File: src/hw/rtl/ssn_pkg.sv
package ssn_pkg;

    // Sizes of the phase, the count and the generator
    localparam int PHASE_BITS   = 24;
    localparam int SINE_ENTRIES = 256;
    localparam int COUNT_W      = 32;
    localparam int GEN_W        = 64;
    localparam int HALF_W       = GEN_W / 2;

    // Phase step: round(0.035 * 2^PHASE_BITS)
    localparam longint unsigned PHASE_STEP_L =
        (64'd35 * (64'd1 << PHASE_BITS) + 64'd500) / 64'd1000;
    localparam logic [PHASE_BITS-1:0] PHASE_STEP = PHASE_STEP_L[PHASE_BITS-1:0];

    // Quarter-wave lookup geometry
    localparam int QUAD_BITS  = PHASE_BITS - 2;
    localparam int IDX_W      = $clog2(SINE_ENTRIES + 1);
    localparam int IDX_PROD_W = QUAD_BITS + IDX_W;
    localparam int RAMP_SHIFT = 33 - PHASE_BITS;

    // xorshift64* multiplier, split into 32-bit halves
    localparam logic [GEN_W-1:0]  XS_MULT    = 64'd2685821657736338717;
    localparam logic [HALF_W-1:0] XS_MULT_LO = XS_MULT[HALF_W-1:0];
    localparam logic [HALF_W-1:0] XS_MULT_HI = XS_MULT[GEN_W-1:HALF_W];

    // Configuration
    localparam int NOISE_W     = 12;
    localparam int NOISE10_W   = 15;
    localparam int CFG_INDEX_W = 2;
    localparam logic [NOISE_W-1:0]     NOISE_MAX       = 12'd2560;
    localparam logic [CFG_INDEX_W-1:0] REG_NOISE_LEVEL = 2'd0;
    localparam logic [CFG_INDEX_W-1:0] REG_SEED_VALUE  = 2'd1;

    // Output widths
    localparam int VALUE_W  = 17;
    localparam int JITTER_W = 16;
    localparam int SINE_W   = 17;
    localparam int BASE_W   = 42;
    localparam int JPROD_W  = 48;

    // Decoupling queue
    localparam int QUEUE_DEPTH = 4;
    localparam int QPTR_W      = $clog2(QUEUE_DEPTH);

    // One queued sample: updated phase, count and generator state
    typedef struct packed {
        logic [PHASE_BITS-1:0] phase;
        logic [COUNT_W-1:0]    count;
        logic [GEN_W-1:0]      gen;
    } item_t;

    // Quarter-wave sine table, Q15, built at elaboration
    typedef logic [15:0] sine_tab_t [0:SINE_ENTRIES];

    localparam longint unsigned HALF_PI_Q30 = 64'd1686629713;

    // Taylor term n of the sine series: divide by (2n)(2n+1)
    function automatic longint unsigned taylor_div(input longint unsigned v, input int n);
        case (n)
            1:       return v / 64'd6;
            2:       return v / 64'd20;
            3:       return v / 64'd42;
            4:       return v / 64'd72;
            5:       return v / 64'd110;
            6:       return v / 64'd156;
            7:       return v / 64'd210;
            8:       return v / 64'd272;
            9:       return v / 64'd342;
            default: return v / 64'd420;
        endcase
    endfunction

    function automatic sine_tab_t build_sine();
        sine_tab_t       tab;
        longint unsigned x;
        longint unsigned x2;
        longint unsigned term;
        longint          sum;
        int              k;
        int              n;
        for (k = 0; k <= SINE_ENTRIES; k++)
        begin
            x    = (HALF_PI_Q30 * longint'(k) + SINE_ENTRIES / 2) / SINE_ENTRIES;
            x2   = (x * x) >> 30;
            term = x;
            sum  = longint'(x);
            for (n = 1; n <= 10; n++)
            begin
                term = taylor_div((term * x2) >> 30, n);
                if (n % 2 == 1)
                    sum = sum - longint'(term);
                else
                    sum = sum + longint'(term);
            end
            if (sum < 0)
                sum = 0;
            sum = (sum + 16384) >>> 15;
            if (sum > 32768)
                sum = 32768;
            tab[k] = sum[15:0];
        end
        return tab;
    endfunction

    localparam sine_tab_t SINE_TAB = build_sine();

    // 50 - 15 in Q32: constant part of the base wave
    localparam logic signed [BASE_W-1:0] BASE_OFFSET = 42'sd150323855360;

endpackage

File: src/hw/rtl/ssn_queue.sv
module ssn_queue import ssn_pkg::*;
(
    input  logic  clk,
    input  logic  rst_n,
    input  logic  push,
    input  item_t push_item,
    input  logic  pop,
    output logic  head_valid,
    output item_t head_item,
    output logic  full
);

    item_t             slot_reg [QUEUE_DEPTH];
    logic [QPTR_W-1:0] wr_ptr_reg;
    logic [QPTR_W-1:0] rd_ptr_reg;
    logic [QPTR_W:0]   count_reg;

    assign head_valid = (count_reg != '0);
    assign full       = (count_reg == (QPTR_W + 1)'(QUEUE_DEPTH));
    assign head_item  = slot_reg[rd_ptr_reg];

    // Storage
    always_ff @(posedge clk)
    begin
        if (push)
            slot_reg[wr_ptr_reg] <= push_item;
    end

    // Pointers and fill count
    always_ff @(posedge clk or negedge rst_n)
    begin
        if (!rst_n)
        begin
            wr_ptr_reg <= '0;
            rd_ptr_reg <= '0;
            count_reg  <= '0;
        end
        else
        begin
            if (push)
                wr_ptr_reg <= wr_ptr_reg + QPTR_W'(1);
            if (pop)
                rd_ptr_reg <= rd_ptr_reg + QPTR_W'(1);
            if (push && !pop)
                count_reg <= count_reg + (QPTR_W + 1)'(1);
            else if (pop && !push)
                count_reg <= count_reg - (QPTR_W + 1)'(1);
        end
    end

`ifndef ASSERT_OFF
    assert property (@(posedge clk) disable iff (!rst_n)
        count_reg <= (QPTR_W + 1)'(QUEUE_DEPTH))
        else $error("queue fill count out of range");

    assert property (@(posedge clk) disable iff (!rst_n)
        !(pop && !head_valid) && !(push && full))
        else $error("queue underflow or overflow");
`endif

endmodule

File: config.mk
export PLATFORM = sky130hd
export DESIGN_NAME = ssn_queue
export DESIGN_NICKNAME = d
export VERILOG_FILES = /design/src/hw/rtl/ssn_pkg.sv /design/src/hw/rtl/ssn_queue.sv
export SDC_FILE = /design/constraint.sdc
export NUM_CORES = 1
export LEC_CHECK = 0
export BUFFER_PORTS_ARGS = -buffer_cell sky130_fd_sc_hd__buf_2
export CAP_MARGIN = 20
export CORE_ASPECT_RATIO = 0.5
export CORE_MARGIN = 2
export CORE_UTILIZATION = 30
export CTS_BUF_LIST = sky130_fd_sc_hd__clkbuf_16
export CTS_CLUSTER_SIZE = 8
export DETAILED_ROUTE_END_ITERATION = 8
export HOLD_SLACK_MARGIN = 0.03
export PLACE_DENSITY_LB_ADDON = 0.1
export RECOVER_POWER = 50
export SLEW_MARGIN = 20
export SYNTH_ARGS = -nofsm -noshare
export SYNTH_HDL_FRONTEND = slang
export SYNTH_SLANG_ARGS = --single-unit
File: constraint.sdc
create_clock -name clk -period 7.4 [get_ports clk]
set_clock_uncertainty 0.1 [all_clocks]
set_input_delay 0.37 -clock clk [delete_from_list [all_inputs] [get_ports clk]]
set_output_delay 0.37 -clock clk [all_outputs]
set_load 0.01 [all_outputs]
After elaboration in Yosys (flattened, before gate mapping)
Memory sizes are Yosys's and may differ from the RTL's.
Index checks and enable logic that the tools add are counted.
Word-level totals
  flip-flop bits (word level): 7
  bits in writable memories: 480
  input port bits: 124
  output and inout port bits: 122
  word-level logic and storage cells: 19
  memories kept: 1
Cells by class
  add/sub/neg operators: 4
  equal/unequal tests: 1
  muxes and demuxes: 4
  reduce and logical (&&, ||, !) cells: 6
Memories
  slot_reg: words 4, bits a word 120, rd ports 1, clocked after Yosys merged registers in 0, write ports 1, RTL line ssn_queue.sv:13  | item_t slot_reg [QUEUE_DEPTH];
Operators by type and width (count)
  $mux 3: 2
  $add 2x1->2 const B: 2
  $add 3x1->3 const B: 1
  $eq 3x3->1 const B: 1
  $reduce_bool 3->1: 1
  $sub 3x1->3 const B: 1
  $logic_and 1x1->1: 2
  $logic_not 1->1: 2
  $mux 1: 2
  $reduce_bool 2->1: 1

Depth between registers and ports, before layout
  word-level depth: 4
  gate-level depth with buffers: 7
  gate-level depth less buffers: 7

Worst setup path before layout
OpenSTA, ideal clock, no wires.
  path type: flip-flop to flip-flop
  start point: register wr_ptr_reg[0]
  end point: memory slot_reg[2][0] in the netlist's numbering (enable)
  library setup time: 0.493 ns
  arrival time: 3.374 ns
  required time: 6.807 ns
  slack: 3.433 ns
  cell stages (with the launch flop): 4
  buffers on the path: 0
  clock period less this slack: 3.967 ns
  path through: dfrtp_1 > inv_1 > ha_1 > and2_1
RTL lines
  start, declared: RTL line ssn_queue.sv:14  | logic [QPTR_W-1:0] wr_ptr_reg;
  start signal, assigned: RTL line ssn_queue.sv:41  | wr_ptr_reg <= wr_ptr_reg + QPTR_W'(1);
  end, declared: RTL line ssn_queue.sv:13
No word-level cell before the write port.

==> out/qor.yml <==
outcome:
  outcome: "finished with violations"
  violations: "capacitance limit, slew limit"
pwr:
  p_per_area_nw_per_um2: 393.3
  p_seq_frac: 0.422
  p_total_w: 0.008968
  p_comb_frac: 0.266
  p_clk_frac: 0.312
  p_leak_nw: 7.526
  switchingPower_w: 0.002564
  vdd_drop_max_mv: 0.2904
  internal-power_w: 0.006404
  p_sw_frac: 0.2859
timing:
  setup_viol: 0
  report.final.slew_viol_count: 20
  setup_tns_ps: 0
  fmaxAchievable_mhz: 258.7
  final.hold.worst_slack_ps: 137.0
  fin_crit_sh: 0.5224
  finalCriticalPeriod_ps: 3866
  hold_viol: 0
  maxSlewHeadroom: -0.04638
  grt_setup_unrepaired: "false"
  worstMarginPinSlew_ps: 1569
clock_tree:
  clk_path_buf_depth: 3
  cts.sinks: 487
  clk_latency_ps: 580
  cts_tree: "yes"
  root_buffer: "clkbuf_16"
  cts_made_buffers: 70
  htreeDepth: 3
  clk_pin_slew_ps: 50
  cts_setup_buffers: 0
global_route:
  grt_pass1_vias: 9368
  grt.overflow.total: 0
  grt_pass1_wl_mm: 56.22
  grt_max_degree: 106
  track_usage: 0.1253
  antenna_found_initial: 0
setup_path:
  r2r_cells: 4
  crit_path_end_kind: "primary output"
  crit_path_start_kind: "flip-flop"
  crit_type: "reg2out"
  r2r_setup_slack_ps: 4190
  timing.rr.end: "slot_reg[0][61]"
  cp.arrival_ps: 3400
  crit_required_ps: 6930
  crit_start: "rd_ptr_reg[0]"
  r2r-start: "wr_ptr_reg[0]"
  critical_path.endpoint: "head_item[48]"
  critPathMaxFanout: 105
placed_design:
  gp_congestion: 0.6595
  io_buffers: 245
  place_inst: 1670
drt:
  vias: 8300
  drt_first_pass_iters: 5
  wl_per_cell_um: 20.15
  drc: 0
  ant_nets: 0
  dr.first_iter.drc_count: 317
  viasPerCell: 4.422
  wirelength_mm: 37.82
synthesis:
  synth_fp_nets: 791
  synth.ff_latch_count: 487
  mappedNetlistArea_um2: 17790
  synth.area.top_cells: "edfxtp_1, mux4_2, dfrtp_1, buf_12, ha_1"
  synthCells: 661
  yosys.cell_types.count: 22
  avgSynthCellArea_um2: 26.91
  synth.top_cell.area_share: 0.8104
  seq_area_frac_synth: 0.8203
  synth_warnings: 0
  yosysTopAreaCell: "edfxtp_1"
layout:
  fin_cells: 1877
  drive_gt1_frac: 0.3036
  area_delta_synth_final_pct: 28.20
  fin_nets: 1215
  post-route-util: 0.3872
  antenna_cells: 0
  largest_register_ffs: 480
floorplanning:
  die_area_um2: 61370
  die_height_um: 176.2
  ios: 246
  start_util: 0.3021
  coreArea_um2: 58880
  rows: 63
  die_w_um: 348.3
hold_path:
  hold_class: "in2async"
run:
  max-cap-violations: 1
-- what timing repair did --
action                                  in CTS  in global routing
endpoints found under the hold margin      491                  0
gates resized for setup                      0                  0
endpoints found under the setup margin       0                  0
hold buffers                               123                  0
-- power groups by stage --
stage	Clock [W]	Sequential, W	Combinational (W)
final	0.00279	0.00379	0.00239
after global routing	0.00302	0.00384	0.00261
after CTS	0.00291	0.00380	0.00254
after detailed placement	0	0.00385	0.00248
after global placement	0	0.00388	0.00240
after floorplan	0	0.00379	0.00164
-- layer usage --
layer / GRT usage / up-vias / share of wire / wire length (um)
li1: - / 3700 / - / -
met1: 0.1350 / 4397 / 0.37 / 14020
met2: 0.2419 / 136 / 0.58 / 21760
met3: 0.02981 / 67 / 0.032 / 1218
met4: 0.03914 / 0 / 0.022 / 816
met5: 0 / - / 0 / 0
-- Yosys cell counts --
library cell and count:
buf_8 1, nand2_1 2, mux4_2 120, nor2_1 1
dfrtp_1 7, buf_4 4, ha_1 5, buf_2 10
fa_1 1, xnor2_1 2, o21ai_0 1, clkbuf_1 1
edfxtp_1 480, buf_1 2, buf_6 1, mux2_2 1
nor3b_1 1, xor2_1 4, inv_1 4, or3_1 1
buf_12 8, and2_1 4
-- worst min-delay path by stage --
stage / startpoint / slack (ps) / depth (start not counted) / endpoint
global route: rst_n / 170 / 2 / rd_ptr_reg[1]
floorplan: rst_n / -30 / 0 / count_reg[0]
finish: rst_n / 140 / 2 / rd_ptr_reg[1]
detailed placement: rst_n / 130 / 1 / count_reg[0]
CTS: rst_n / 40 / 2 / rd_ptr_reg[0]
global placement: rst_n / 130 / 1 / count_reg[2]
-- final cells by class --
cell class / instances / area, um^2
clock inverter: 13 / 116.4
fill: 5328 / 36080
inverter: 4 / 15.01
sequential: 487 / 14590
tap: 780 / 975.9
timing repair buffer: 379 / 2420
clock buffer: 71 / 1777
multi-input combinational: 143 / 2904
-- worst max-delay path: stages, from the launching register on --
cell     delay (ps)
dfrtp_1        1110
buf_12          700
mux4_2          620
buf_2           160
-- per-stage QoR --
stage	setup WS, ps	area (um^2)
floorplan	3433	17790
global placement	4108	19820
detailed placement	4339	19840
CTS	3698	22970
global route	3143	22800
finish	3534	22800
-- logic make-up after synthesis --
kind of cell | synth area share
flops | 0.8203
mux | 0.1526
buf+inv | 0.01646
simple gates | 0.002814
xor+xnor | 0.002955
fa+ha+maj | 0.004643
compound gates | 0.0002811
-- placed cells by master (no fill, tap or decap) --
| master | netlist | layout |
|---|---|---|
| inv_1 | 4 | 11 |
| xnor2_1 | 2 | 2 |
| buf_2 | 10 | 123 |
| nor3b_1 | 1 | 1 |
| fa_1 | 1 | 1 |
| clkbuf_1 | 1 | 122 |
| ha_1 | 5 | 5 |
| dfrtp_4 | 0 | 1 |
| mux2_2 | 1 | 1 |
| clkinv_8 | 0 | 2 |
| xor2_1 | 4 | 4 |
| inv_6 | 0 | 2 |
| buf_16 | 0 | 1 |
| o21ai_0 | 1 | 1 |
| nand2_1 | 2 | 2 |
| dfrtp_1 | 7 | 6 |
| edfxtp_1 | 480 | 480 |
| mux4_2 | 120 | 120 |
| dlygate4sd3_1 | 0 | 123 |
| buf_12 | 8 | 1 |
| buf_4 | 4 | 9 |
| inv_16 | 0 | 2 |
| nor2_1 | 1 | 1 |
| clkbuf_16 | 0 | 71 |
| or3_1 | 1 | 1 |
| and2_0 | 0 | 4 |
Note: power is estimated with default switching activity, not from simulation.
