### src/hw/rtl/ssn_pkg.sv
package ssn_pkg;

    // Sizes of the phase, the count and the generator
    localparam int PHASE_BITS   = 24;
    localparam int SINE_ENTRIES = 256;
    localparam int COUNT_W      = 32;
    localparam int GEN_W        = 64;
    localparam int HALF_W       = GEN_W / 2;

    // Phase step: round(0.035 * 2^PHASE_BITS)
    localparam longint unsigned PHASE_STEP_L =
        (64'd35 * (64'd1 << PHASE_BITS) + 64'd500) / 64'd1000;
    localparam logic [PHASE_BITS-1:0] PHASE_STEP = PHASE_STEP_L[PHASE_BITS-1:0];

    // Quarter-wave lookup geometry
    localparam int QUAD_BITS  = PHASE_BITS - 2;
    localparam int IDX_W      = $clog2(SINE_ENTRIES + 1);
    localparam int IDX_PROD_W = QUAD_BITS + IDX_W;
    localparam int RAMP_SHIFT = 33 - PHASE_BITS;

    // xorshift64* multiplier, split into 32-bit halves
    localparam logic [GEN_W-1:0]  XS_MULT    = 64'd2685821657736338717;
    localparam logic [HALF_W-1:0] XS_MULT_LO = XS_MULT[HALF_W-1:0];
    localparam logic [HALF_W-1:0] XS_MULT_HI = XS_MULT[GEN_W-1:HALF_W];

    // Configuration
    localparam int NOISE_W     = 12;
    localparam int NOISE10_W   = 15;
    localparam int CFG_INDEX_W = 2;
    localparam logic [NOISE_W-1:0]     NOISE_MAX       = 12'd2560;
    localparam logic [CFG_INDEX_W-1:0] REG_NOISE_LEVEL = 2'd0;
    localparam logic [CFG_INDEX_W-1:0] REG_SEED_VALUE  = 2'd1;

    // Output widths
    localparam int VALUE_W  = 17;
    localparam int JITTER_W = 16;
    localparam int SINE_W   = 17;
    localparam int BASE_W   = 42;
    localparam int JPROD_W  = 48;

    // Decoupling queue
    localparam int QUEUE_DEPTH = 4;
    localparam int QPTR_W      = $clog2(QUEUE_DEPTH);

    // One queued sample: updated phase, count and generator state
    typedef struct packed {
        logic [PHASE_BITS-1:0] phase;
        logic [COUNT_W-1:0]    count;
        logic [GEN_W-1:0]      gen;
    } item_t;

    // Quarter-wave sine table, Q15, built at elaboration
    typedef logic [15:0] sine_tab_t [0:SINE_ENTRIES];

    localparam longint unsigned HALF_PI_Q30 = 64'd1686629713;

    // Taylor term n of the sine series: divide by (2n)(2n+1)
    function automatic longint unsigned taylor_div(input longint unsigned v, input int n);
        case (n)
            1:       return v / 64'd6;
            2:       return v / 64'd20;
            3:       return v / 64'd42;
            4:       return v / 64'd72;
            5:       return v / 64'd110;
            6:       return v / 64'd156;
            7:       return v / 64'd210;
            8:       return v / 64'd272;
            9:       return v / 64'd342;
            default: return v / 64'd420;
        endcase
    endfunction

    function automatic sine_tab_t build_sine();
        sine_tab_t       tab;
        longint unsigned x;
        longint unsigned x2;
        longint unsigned term;
        longint          sum;
        int              k;
        int              n;
        for (k = 0; k <= SINE_ENTRIES; k++)
        begin
            x    = (HALF_PI_Q30 * longint'(k) + SINE_ENTRIES / 2) / SINE_ENTRIES;
            x2   = (x * x) >> 30;
            term = x;
            sum  = longint'(x);
            for (n = 1; n <= 10; n++)
            begin
                term = taylor_div((term * x2) >> 30, n);
                if (n % 2 == 1)
                    sum = sum - longint'(term);
                else
                    sum = sum + longint'(term);
            end
            if (sum < 0)
                sum = 0;
            sum = (sum + 16384) >>> 15;
            if (sum > 32768)
                sum = 32768;
            tab[k] = sum[15:0];
        end
        return tab;
    endfunction

    localparam sine_tab_t SINE_TAB = build_sine();

    // 50 - 15 in Q32: constant part of the base wave
    localparam logic signed [BASE_W-1:0] BASE_OFFSET = 42'sd150323855360;

endpackage

### src/hw/rtl/ssn_front.sv
module ssn_front import ssn_pkg::*;
(
    input  logic                   clk,
    input  logic                   rst_n,
    input  logic                   sample_valid,
    output logic                   sample_stall,
    input  logic                   restart,
    input  logic                   cfg_valid,
    output logic                   cfg_ready,
    input  logic [CFG_INDEX_W-1:0] cfg_index,
    input  logic [GEN_W-1:0]       cfg_data,
    input  logic                   queue_full,
    output logic                   push,
    output item_t                  push_item,
    output logic [NOISE_W-1:0]     noise_level
);

    logic [PHASE_BITS-1:0] phase_reg, phase_next;
    logic [COUNT_W-1:0]    count_reg, count_next;
    logic [GEN_W-1:0]      gen_reg, gen_next;
    logic [GEN_W-1:0]      seed_reg;
    logic [NOISE_W-1:0]    noise_reg;
    logic [GEN_W-1:0]      xs_a, xs_b, xs_c;
    logic [GEN_W-1:0]      seed_fixed;
    logic [NOISE_W-1:0]    noise_fixed;
    logic                  accept;
    logic                  cfg_write;

    assign sample_stall = queue_full;
    assign cfg_ready    = 1'b1;
    assign accept       = sample_valid && !sample_stall;
    assign cfg_write    = cfg_valid && cfg_ready;

    // xorshift step
    assign xs_a = gen_reg ^ (gen_reg >> 12);
    assign xs_b = xs_a ^ (xs_a << 25);
    assign xs_c = xs_b ^ (xs_b >> 27);

    // Register write cleanup: zero seed becomes one, noise saturates
    assign seed_fixed  = (cfg_data == '0) ? GEN_W'(1) : cfg_data;
    assign noise_fixed = (cfg_data[NOISE_W-1:0] > NOISE_MAX) ? NOISE_MAX
                                                            : cfg_data[NOISE_W-1:0];

    // Next state of phase, count and generator
    always_comb
    begin
        phase_next = phase_reg;
        count_next = count_reg;
        gen_next   = gen_reg;
        if (accept)
        begin
            if (restart)
            begin
                phase_next = '0;
                count_next = '0;
                gen_next   = seed_reg;
            end
            else
            begin
                phase_next = phase_reg + PHASE_STEP;
                count_next = count_reg + COUNT_W'(1);
                gen_next   = xs_c;
            end
        end
        if (cfg_write && cfg_index == REG_SEED_VALUE)
            gen_next = seed_fixed;
    end

    always_ff @(posedge clk or negedge rst_n)
    begin
        if (!rst_n)
        begin
            phase_reg <= '0;
            count_reg <= '0;
            gen_reg   <= GEN_W'(1);
            seed_reg  <= GEN_W'(1);
            noise_reg <= '0;
        end
        else
        begin
            phase_reg <= phase_next;
            count_reg <= count_next;
            gen_reg   <= gen_next;
            if (cfg_write && cfg_index == REG_SEED_VALUE)
                seed_reg <= seed_fixed;
            if (cfg_write && cfg_index == REG_NOISE_LEVEL)
                noise_reg <= noise_fixed;
        end
    end

    // Samples go to the queue; restarts stay here
    assign push            = accept && !restart;
    assign push_item.phase = phase_next;
    assign push_item.count = count_next;
    assign push_item.gen   = xs_c;
    assign noise_level     = noise_reg;

`ifndef ASSERT_OFF
    assert property (@(posedge clk) disable iff (!rst_n)
        (accept && restart) |=> (phase_reg == '0 && count_reg == '0))
        else $error("restart did not clear phase and count");

    assert property (@(posedge clk) disable iff (!rst_n)
        (accept && !restart) |=> (count_reg == $past(count_reg) + COUNT_W'(1)))
        else $error("sample count did not advance");
`endif

endmodule

### config.mk
export PLATFORM = sky130hd
export DESIGN_NAME = ssn_front
export DESIGN_NICKNAME = d
export VERILOG_FILES = /design/src/hw/rtl/ssn_pkg.sv /design/src/hw/rtl/ssn_front.sv
export SDC_FILE = /design/constraint.sdc
export NUM_CORES = 1
export LEC_CHECK = 0
export BUFFER_PORTS_ARGS = -buffer_cell sky130_fd_sc_hd__clkbuf_2
export CELL_PAD_IN_SITES_DETAIL_PLACEMENT = 0
export CELL_PAD_IN_SITES_GLOBAL_PLACEMENT = 1
export CORE_MARGIN = 10
export CORE_UTILIZATION = 46
export CTS_CLUSTER_DIAMETER = 40
export CTS_CLUSTER_SIZE = 25
export DETAILED_ROUTE_END_ITERATION = 16
export GPL_TIMING_DRIVEN = 0
export PLACE_DENSITY = 0.95
export SLEW_MARGIN = 20
export SYNTH_ARGS = -nofsm -noshare
export SYNTH_HDL_FRONTEND = slang
export SYNTH_SLANG_ARGS = --single-unit
### constraint.sdc
create_clock -name clk -period 4.11 [get_ports clk]
set_clock_uncertainty 0.1 [all_clocks]
set_input_delay 0.2055 -clock clk [delete_from_list [all_inputs] [get_ports clk]]
set_output_delay 0.2055 -clock clk [all_outputs]
set_load 0.01 [all_outputs]
## Yosys cells after proc, flatten, opt, wreduce, memory -nomap -nowiden

Index checks and enable logic that the tools add are counted.

| operators by class | value |
|---|---|
| reductions and logical operators | 9 |
| equal/unequal tests | 1 |
| order comparisons | 1 |
| multiplexer cells | 9 |
| bitwise operators | 3 |
| add/sub/neg operators | 2 |

Operators by type and width:

| cell | number |
|---|---|
| $mux W64 | 4 |
| $logic_not A64 Y1 | 1 |
| $mux W32 | 2 |
| $xor A64 B37 Y64 | 1 |
| $xor A64 B52 Y64 | 1 |
| $xor A64 B64 Y64 | 1 |
| $mux W24 | 2 |
| $add A32 B1 Y32 const B | 1 |
| $add A24 B20 Y24 const B | 1 |
| $gt A12 B12 Y1 const B | 1 |
| $mux W12 | 1 |
| $logic_and A1 B1 Y1 | 4 |
| $eq A2 B1 Y1 const B | 1 |
| $logic_not A1 Y1 | 2 |
| $logic_not A2 Y1 | 1 |
| $reduce_bool A2 Y1 | 1 |

| storage, ports and cells | value |
|---|---|
| output and inout port bits | 135 |
| input bits | 72 |
| bits in registers | 196 |

## Logic depth before layout (Yosys ltp)

| depth | value |
|---|---|
| depth after elaboration | 6 |
| depth in mapped cells | 7 |
| mapped depth without buffers | 7 |

## Worst setup path before layout

No wires, ideal clock.

| path | value |
|---|---|
| path type | flip-flop to output port |
| from | register phase_reg[0] |
| to | output push_item[112] (netlist name) |
| setup slack | 1.909 ns |
| arrival | 1.895 ns |
| buffers on the path | 0 |
| cell stages (with the launch flop) | 8 |
| path through | dfrtp_1 -> inv_1 -> ha_1 -> nand3b_1 -> o2bb2ai_1 -> o21ai_1 -> a2111oi_0 -> a221o_1 |

RTL lines:

| item | RTL line | text |
|---|---|---|
| from (decl) | ssn_front.sv:18 | `logic [PHASE_BITS-1:0] phase_reg, phase_next;` |
| from (signal assigned) | ssn_front.sv:81 | `phase_reg <= phase_next;` |
| to (decl) | ssn_front.sv:14 | `output item_t push_item,` |

==> impl_metrics.toml <==
[worst_setup_path]
crit_fanout = 5
max_stage_delay_ns = 0.48
start_kind = "register"
critical-path-top-delay-family = "compound AO/OA/AOI/OAI gates"
startpoint = "phase_reg[0]"
cpMaxStageDelayCell = "o2bb2ai_1"
worst_ep_arrival_time_ns = 2.91
required_ns = 3.80
path_depth = 8
crit_type = "register to output pin"
crit_chain = "inv_1 > ha_1 > nand3b_1 > o2bb2ai_1 > o21ai_1 > a2111oi_0 > a221o_1 > clkbuf_2"
reg2reg_from = "phase_reg[0]"
endpoint_kind = "output pin"
worstReg2RegEnd = "phase_reg[16]"
path_buf_inv = 2
crit_end = "push_item[112]"
reg2reg_depth = 7
ff2ff_setup_slack_ns = 1.61

[timing]
finalHoldViolCount = 0
finalCritPeriodShare_pct = 78.1
drv_slew = 0
fin_crit_ns = 3.21
tightestPinTransition_ns = 0.968
final.setup.worst_slack_ns = 0.899
finalSetupViolCount = 0
tns_ns = 0
max_clock_freq_mhz = 311
rsz0062_at_grt = "no"
maxSlewHeadroom_pct = 35.5

[place]
dpl.hpwl_mm = 28.1
finalWeightedCongestion = 0.937
place_ws_ns = 1.38
portBuffers = 204

[clocking]
cts_buffers = 17
cts_hold_buffers = 64
cts_setup_buffers = 0
clk_pin_slew_ns = 0.08
insertion_delay_ns = 0.44
cts_buffer_depth = 2
post_cts_resized = 0
cts_htree_levels = 4
cts_tree = "built"
clockRootBuffer = "clkbuf_16"
clock_sinks = 196

[drt]
drt_iter0_drc = 1147
vias = 10200
wl_met2_mm = 17.5
viasPerCell = 5.69
top_layer_used = "met4"
wl_mm = 37.7
met3RoutedLength_mm = 3.45
drc = 0
wl_met1_mm = 15.0
postRouteAntennaNets = 0
wl_per_cell_um = 21.0
firstDrtPassIters = 5

[floorplan]
ios = 207
chipHeight_um = 173
core_area_um2 = 22800
die_x_um = 173
die-area_um2 = 29800
initial_core_util_pct = 47.0
row_count = 55

[global_route]
grt_pass1_wl_mm = 58.7
grt_max_degree = 71
overflow = 0
antenna_found_initial = 0
grt_usage_pct = 24.7
grt_pass1_vias = 10200

[synth]
synth_area_leader_cell = "dfrtp_1"
synth_top_flop_cell = "dfrtp_1"
ys_seq_area_share_pct = 45.9
synth_nets = 1250
ys_seq_elements = 196
synth_top_area_share_pct = 45.4
avgSynthCellArea_um2 = 9.10
synthCells = 1176
synthArstFlopShare_pct = 100
yosys.cell_types.count = 57
synth_edf_count = 0
mappedNetlistArea_um2 = 10700
yosysWarnings = 0
yosys-top-cells-area = "dfrtp_1 45%, nand2_1 10%, xnor2_1 6.5%, xor2_1 4.8%, mux2i_1 4.3%"

[hold_path]
min-delay-start = "cfg_data[9]"
holdCritPathClass = "primary input to register"

[layout]
drive_gt1_share_pct = 17.3
area_delta_synth_final_pct = 25.0
num-nets-final = 1539
fillers = 1997
diodes = 0

[run_status]
status = "complete, no violations"

[power]
power.leakage_nw = 6.30
peakVddDrop_v = 0.00101
power_w = 0.0120
powerDensity_nw_per_um2 = 897

[run]
drv_cap = 0
-- power by group --
group	internal (W)	switching [W]
Sequential	0.00241	0.000560
Clock	0.000849	0.000799
Combinational	0.00275	0.00462
-- placed cells by master, fill, tap and decap left out, types with 3 or more instances in the layout --
cell type | Yosys | layout
xnor2_1 | 79 | 79
xor2_1 | 59 | 59
dfrtp_1 | 194 | 194
mux2i_1 | 46 | 46
o21ai_0 | 61 | 61
xor3_1 | 12 | 12
clkbuf_1 | 50 | 53
o211ai_1 | 39 | 39
or3_1 | 11 | 11
a31oi_1 | 6 | 6
nor3_1 | 13 | 13
nand3b_1 | 4 | 4
a22o_1 | 8 | 8
nand2_1 | 292 | 292
clkinvlp_4 | 0 | 5
nor2_1 | 73 | 73
nand2b_1 | 20 | 20
clkbuf_16 | 0 | 17
inv_1 | 9 | 9
nand4_1 | 16 | 16
nand3_1 | 27 | 27
and2_1 | 3 | 3
clkbuf_2 | 0 | 203
a41oi_1 | 13 | 13
nor2b_1 | 5 | 5
buf_2 | 7 | 7
nor4_1 | 21 | 21
buf_1 | 11 | 11
o211a_1 | 3 | 3
a221o_1 | 3 | 3
dlygate4sd3_1 | 0 | 64
a21oi_1 | 50 | 50
nor3b_1 | 3 | 3
-- worst min path at each step --
stage	end	slack, ns	cells past startpoint
after floorplan	count_reg[0]	-0.19	0
after global placement	seed_reg[34]	0.33	3
after detailed placement	phase_reg[10]	0.12	1
after CTS	noise_level[9]	0.04	3
after global routing	noise_level[9]	0.04	3
final	noise_level[9]	0.06	3
-- synth_stat cells, types with 11 or more instances --
cell / count
xor3_1: 12
o211ai_1: 39
nand3_1: 27
o21ai_0: 61
mux2i_1: 46
xnor2_1: 79
buf_1: 11
dfrtp_1: 194
xor2_1: 59
nand4_1: 16
a21oi_1: 50
a41oi_1: 13
nand2b_1: 20
clkbuf_1: 50
nor4_1: 21
or3_1: 11
nand2_1: 292
nor3_1: 13
nor2_1: 73
-- worst min-delay path: stages --
cell      delay, ns
clkbuf_2       0.15
inv_1          0.12
a21oi_1        0.08
-- cell families (layout without fill, tap and decap cells) --
family                   count (synthesis)  after routing  share of synthesized area (%)
XOR/XNOR                               150            150                           14.0
AND/OR/NAND/NOR                        497            497                           20.4
AO/OA/AOI/OAI                          202            202                           12.0
multiplexers                            48             48                           4.51
buffers and inverters                   80            382                           3.03
adder cells (fa/ha/maj)                  2              2                          0.234
other                                    1              1                         0.0350
flip-flops                             196            196                           45.9
-- metrics by stage --
step | hold WS, ns | utilization (%) | instance area, um^2 | std cells
6_report | 0.0559 | 58.7 | 13400 | 1791
2_1_floorplan | -0.190 | - | 10700 | 1176
3_3_place_gp | 0.333 | 53.2 | 12100 | 1693
3_5_place_dp | 0.125 | 53.5 | 12200 | 1695
4_1_cts | 0.0419 | 58.7 | 13400 | 1791
5_1_grt | 0.0383 | 58.7 | 13400 | 1791
-- cell type report --
| type | instances | area [um^2] | share of cell area (%) |
|---|---|---|---|
| multi-input combinational | 900 | 5470 | 40.9 |
| sequential | 196 | 4910 | 36.7 |
| timing repair buffer | 270 | 1730 | 12.9 |
| clock buffer | 20 | 437 | 3.26 |
| tap | 313 | 392 | 2.93 |
| buffer | 71 | 290 | 2.17 |
| clock inverter | 12 | 126 | 0.944 |
| inverter | 9 | 33.8 | 0.252 |
-- routing by layer --
| layer | vias to the layer above | track usage [%] |
|---|---|---|
| met4 | 0 | 11.7 |
| met5 | - | 0 |
| met1 | 4928 | 30.7 |
| met2 | 532 | 39.8 |
| li1 | 4612 | - |
| met3 | 113 | 5.87 |
Power figures use the tool's default switching activity.
